<file path="src/rtl/core/pidpi_pkg.sv">
// Shared types, widths and register codes for the PID position/incremental core.
package pidpi_pkg;

  localparam int DATA_W                 = 16;
  localparam int ERR_W                  = 17;
  localparam int DERR_W                 = 19;
  localparam int GAIN_W                 = 24;
  localparam int LIMIT_W                = 15;
  localparam int GATE_W                 = 16;
  localparam int CFG_DATA_W             = 24;
  localparam int CFG_INDEX_W            = 3;
  localparam int GAIN_FRAC_BITS_DEFAULT = 12;

  typedef enum logic [CFG_INDEX_W-1:0] {
    REG_CONTROL_MODE   = 3'd0,
    REG_GAIN_P         = 3'd1,
    REG_GAIN_I         = 3'd2,
    REG_GAIN_D         = 3'd3,
    REG_INTEGRAL_LIMIT = 3'd4,
    REG_OUTPUT_LIMIT   = 3'd5,
    REG_MAX_ERROR      = 3'd6,
    REG_DEADBAND_WIDTH = 3'd7
  } cfg_index_t;

  typedef enum logic {
    MODE_POSITIONAL  = 1'b0,
    MODE_INCREMENTAL = 1'b1
  } control_mode_t;

  typedef struct packed {
    control_mode_t              control_mode;
    logic signed [GAIN_W-1:0]   gain_p;
    logic signed [GAIN_W-1:0]   gain_i;
    logic signed [GAIN_W-1:0]   gain_d;
    logic        [LIMIT_W-1:0]  integral_limit;
    logic        [LIMIT_W-1:0]  output_limit;
    logic        [GATE_W-1:0]   max_error;
    logic        [GATE_W-1:0]   deadband_width;
  } cfg_t;

  typedef struct packed {
    logic signed [DATA_W-1:0] setpoint;
    logic signed [DATA_W-1:0] measured;
  } sample_t;

  typedef struct packed {
    logic signed [DATA_W-1:0] drive_out;
    logic                     gated;
  } result_t;

endpackage

</file>
<file path="src/rtl/core/pidpi_cfg_regs.sv">
// Configuration register file for the PID position/incremental core.
module pidpi_cfg_regs (
  input  logic                                clk,
  input  logic                                rst,
  input  logic                                cfg_we,
  input  logic [pidpi_pkg::CFG_INDEX_W-1:0]   cfg_index,
  input  logic [pidpi_pkg::CFG_DATA_W-1:0]    cfg_data,
  output pidpi_pkg::cfg_t                     cfg
);

  always_ff @(posedge clk) begin
    if (rst) begin
      cfg <= '0;
    end else if (cfg_we) begin
      case (pidpi_pkg::cfg_index_t'(cfg_index))
        pidpi_pkg::REG_CONTROL_MODE: begin
          cfg.control_mode <= pidpi_pkg::control_mode_t'(cfg_data[0]);
        end
        pidpi_pkg::REG_GAIN_P: begin
          cfg.gain_p <= signed'(cfg_data[pidpi_pkg::GAIN_W-1:0]);
        end
        pidpi_pkg::REG_GAIN_I: begin
          cfg.gain_i <= signed'(cfg_data[pidpi_pkg::GAIN_W-1:0]);
        end
        pidpi_pkg::REG_GAIN_D: begin
          cfg.gain_d <= signed'(cfg_data[pidpi_pkg::GAIN_W-1:0]);
        end
        pidpi_pkg::REG_INTEGRAL_LIMIT: begin
          cfg.integral_limit <= cfg_data[pidpi_pkg::LIMIT_W-1:0];
        end
        pidpi_pkg::REG_OUTPUT_LIMIT: begin
          cfg.output_limit <= cfg_data[pidpi_pkg::LIMIT_W-1:0];
        end
        pidpi_pkg::REG_MAX_ERROR: begin
          cfg.max_error <= cfg_data[pidpi_pkg::GATE_W-1:0];
        end
        pidpi_pkg::REG_DEADBAND_WIDTH: begin
          cfg.deadband_width <= cfg_data[pidpi_pkg::GATE_W-1:0];
        end
        default: begin
        end
      endcase
    end
  end

endmodule

</file>
<file path="config.mk">
export PLATFORM = sky130hd
export DESIGN_NAME = pidpi_cfg_regs
export DESIGN_NICKNAME = d
export VERILOG_FILES = /design/src/rtl/core/pidpi_pkg.sv /design/src/rtl/core/pidpi_cfg_regs.sv
export SDC_FILE = /design/constraint.sdc
export NUM_CORES = 1
export LEC_CHECK = 0
export ABC_AREA = 0
export ABC_CLOCK_PERIOD_IN_PS = 1000
export BUFFER_PORTS_ARGS = -buffer_cell sky130_fd_sc_hd__buf_2
export CAP_MARGIN = 20
export CORE_AREA = 10 10 115 117
export CTS_CLUSTER_DIAMETER = 200
export CTS_CLUSTER_SIZE = 10
export DETAILED_ROUTE_END_ITERATION = 12
export DIE_AREA = 0 0 125 127
export GPL_ROUTABILITY_DRIVEN = 1
export PLACE_DENSITY = 0.86
export SYNTH_ARGS = -nofsm -noshare
export SYNTH_HDL_FRONTEND = slang
export SYNTH_SLANG_ARGS = --single-unit
</file>
<file path="constraint.sdc">
create_clock -name clk -period 1 [get_ports clk]
set_input_delay 0 -clock clk [delete_from_list [all_inputs] [get_ports clk]]
set_output_delay 0 -clock clk [all_outputs]
set_load 0.05 [all_outputs]
</file>
==> reports/qor.txt <==
Startpoint Class - flip-flop
Yosys cell types - 17
# setup viols final - 1
DR iter-0 viols - 233
first drt pass iteration count - 4
Congestion Overflow GR - 0
Die Area - 15,900 um2
biggest regs - cfg (135)
Critical Path RT - 1.00 ns
GPL Wtd Cong - 0.816
I/O pin count - 165
initial antenna violation count - 1
TritonCTS Buffers - 17
critical path class - reg -> out
clk slew on worst S/H paths - 0.05 ns
Post-DRT Antenna Nets - 0
Leakage - 3.79 nW
Synth top area share - 49.8%
first-pass GRT wire length - 23.6 mm
crit share post-route - 100%
skew final - 0 ns
Via Count - 4,013
Storage cell area - 2710 um2
status - complete, but fails checks
largest area contributor in the synthesized netlist - dfxtp_1
Worst Setup EP - cfg[129]
Starting Density - 48.8%
largest stage delay on the critical path - 0.37 ns
CP Depth - 1
WP data arrival - 1.00 ns
area of the core - 11,100 um2
worst-path maximum fanout - 2
FF+latch count, synth - 135
Die X - 125 um
Worst R2R Setup Slack - 0.32 ns
Peak Freq - 1.00 GHz
clock tree sinks - 135
critical path's top delay family - flip-flops
CP bufs+invs - 1
Inst Count DP - 765
port buffer count - 164
DRC errors left - 0
Nets - 682
mean post-synth cell area - 11.4 um2
row cnt - 39
R2R depth - 2
largest net degree at the start of global routing - 34
Max VDD drop - 1.19 mV
most frequent cells in the layout - nand2b_1 (159), mux2i_1 (135), dfxtp_1 (131)
Syn Inst Count - 476
MaxCap Viol Count - 0
area of the multi-input gates - 2480 um2
Post-Synth XOR/XNOR Area - 0%
hpwl dp - 10.6 mm
most common cell after layout, fill and taps aside - nand2b_1
Hold Crit Class - in -> reg
CP Capture Type - primary output
Vias/cell - 4.97
Clock Path Buffers - 2
CP Launch Point - cfg[129]
Skew-Pair Late Insertion Delay - 0.41 ns
Syn Nets - 506
fraction of layout cells with a size suffix above 1 - 32.2%
final hold viol count - 0
largest family of logic cells by synthesized area - multiplexers
Synth Area in Compound Gates - 0%
die height - 127 um
worst r2r src - cfg[68]
max FFs per register - 135
# fillers - 784
Least-Margin Pin Slew - 0.448 ns
Area Growth Syn to Fin - 39.6%
CTS Root Cell - clkbuf_16
Ys Warns - 0
# Post-CTS Setup Buffers - 0
Simple-Gate Fraction of Synth Area - 20.7%
failing checks - negative setup slack
R2R Path End - cfg[68]
Total Wirelength - 15.2 mm
Hold Slack - 0.0320 ns
CP cell instances - buf_4
final non-filler cell total - 808
final worst path period need - 1.00 ns
CTS HTree Levels - 4
multiplexer share of the synthesized area - 24.9%
slowest stage cell, crit path - dfxtp_1
CTS tree - built
total power - 12.7 mW
register area share after synthesis - 49.8%
Max Slew Vio Count - 0
Avg WL per Cell - 18.9 um
power density over the cells - 1680 nW/um2
slew margin rel. - 70.1%
Global Route Usage Sum - 18.5%
cell area after synthesis - 5430 um2
largest cells by area after synthesis - dfxtp_1 (50%), mux2i_1 (25%), nand2b_1 (18%)
Synth Area in Adders - 0%
Setup WS post-layout - -0.000479 ns
vias in the first global route - 4,330
Largest Register - cfg
[synth_stat cells]
cell,instances
nand2b_1,159
and4bb_1,1
buf_4,3
buf_2,6
buf_1,1
nand4bb_1,3
nand4_4,1
and4bb_2,1
nand4b_4,1
clkbuf_1,16
nor4b_1,1
clkbuf_8,1
nand4b_1,2
dfxtp_1,135
buf_12,1
buf_6,9
mux2i_1,135
[report_power, final]
group / switching [mW] / leakage, nW / internal (mW)
clock: 2.12 / 0.268 / 3.66
combinational: 0.824 / 2.43 / 0.526
sequential: 0.0801 / 1.09 / 5.50
[how the worst min path moves through the flow]
stage / slack, ns / start / endpoint / cells past startpoint
after floorplan: 0.20 / cfg_data[22] / cfg[132] / 2
after global placement: 0.31 / cfg_data[20] / cfg[106] / 3
after detailed placement: 0.32 / cfg_data[22] / cfg[84] / 3
after CTS: 0.01 / cfg_index[0] / cfg[0] / 3
after global routing: 0.04 / cfg_index[0] / cfg[2] / 3
final: 0.03 / cfg_index[0] / cfg[1] / 3
[layer usage]
| layer | global-route usage [%] | vias to the layer above | part of all wire, % |
|---|---|---|---|
| met1 | 20.2 | 1930 | 40 |
| met4 | 6.64 | 0 | 1.0 |
| met2 | 31.3 | 130 | 50 |
| met5 | 0 | - | 0 |
| met3 | 8.56 | 17 | 9.0 |
| li1 | - | 1936 | - |
[worst register-to-register path, cell delays in order (launching register included)]
cell and delay, ns:
dfxtp_1 0.37, nand2b_1 0.08, mux2i_1 0.15
[cell type report]
type	count	area share, %
Clock inverter	3	0.528
Antenna cell	1	0.0330
Tap cell	143	2.36
Sequential cell	135	35.7
Timing Repair Buffer	194	22.0
Clock buffer	28	6.69
Multi-Input combinational cell	304	32.7
[metrics by stage]
step	worst slack (ns)	utilization (%)	cell area [um2]	setup TNS, ns
2_1_floorplan	0.106	-	5430	0
3_5_place_dp	-0.0145	57.7	6420	-0.0433
4_1_cts	0.000183	67.1	7470	0
5_1_grt	-0.0330	68.1	7580	-0.0552
6_report	-0.000479	68.1	7580	-0.000479
3_3_place_gp	0.0375	57.7	6420	0
[what timing repair did]
item / CTS / global route
setup endpoints to repair: 135 / 30
hold buffers: 11 / 0
resized for setup: 149 / 31
hold endpoints to repair: 30 / 0
[cell families (layout without fill, tap and decap cells)]
kind of cell	Yosys count	in the layout
multiplexers	135	135
AND/OR/NAND/NOR	169	169
other	0	1
flip-flops	135	135
buffers and inverters	37	225
Power figures use the tool's default switching activity.
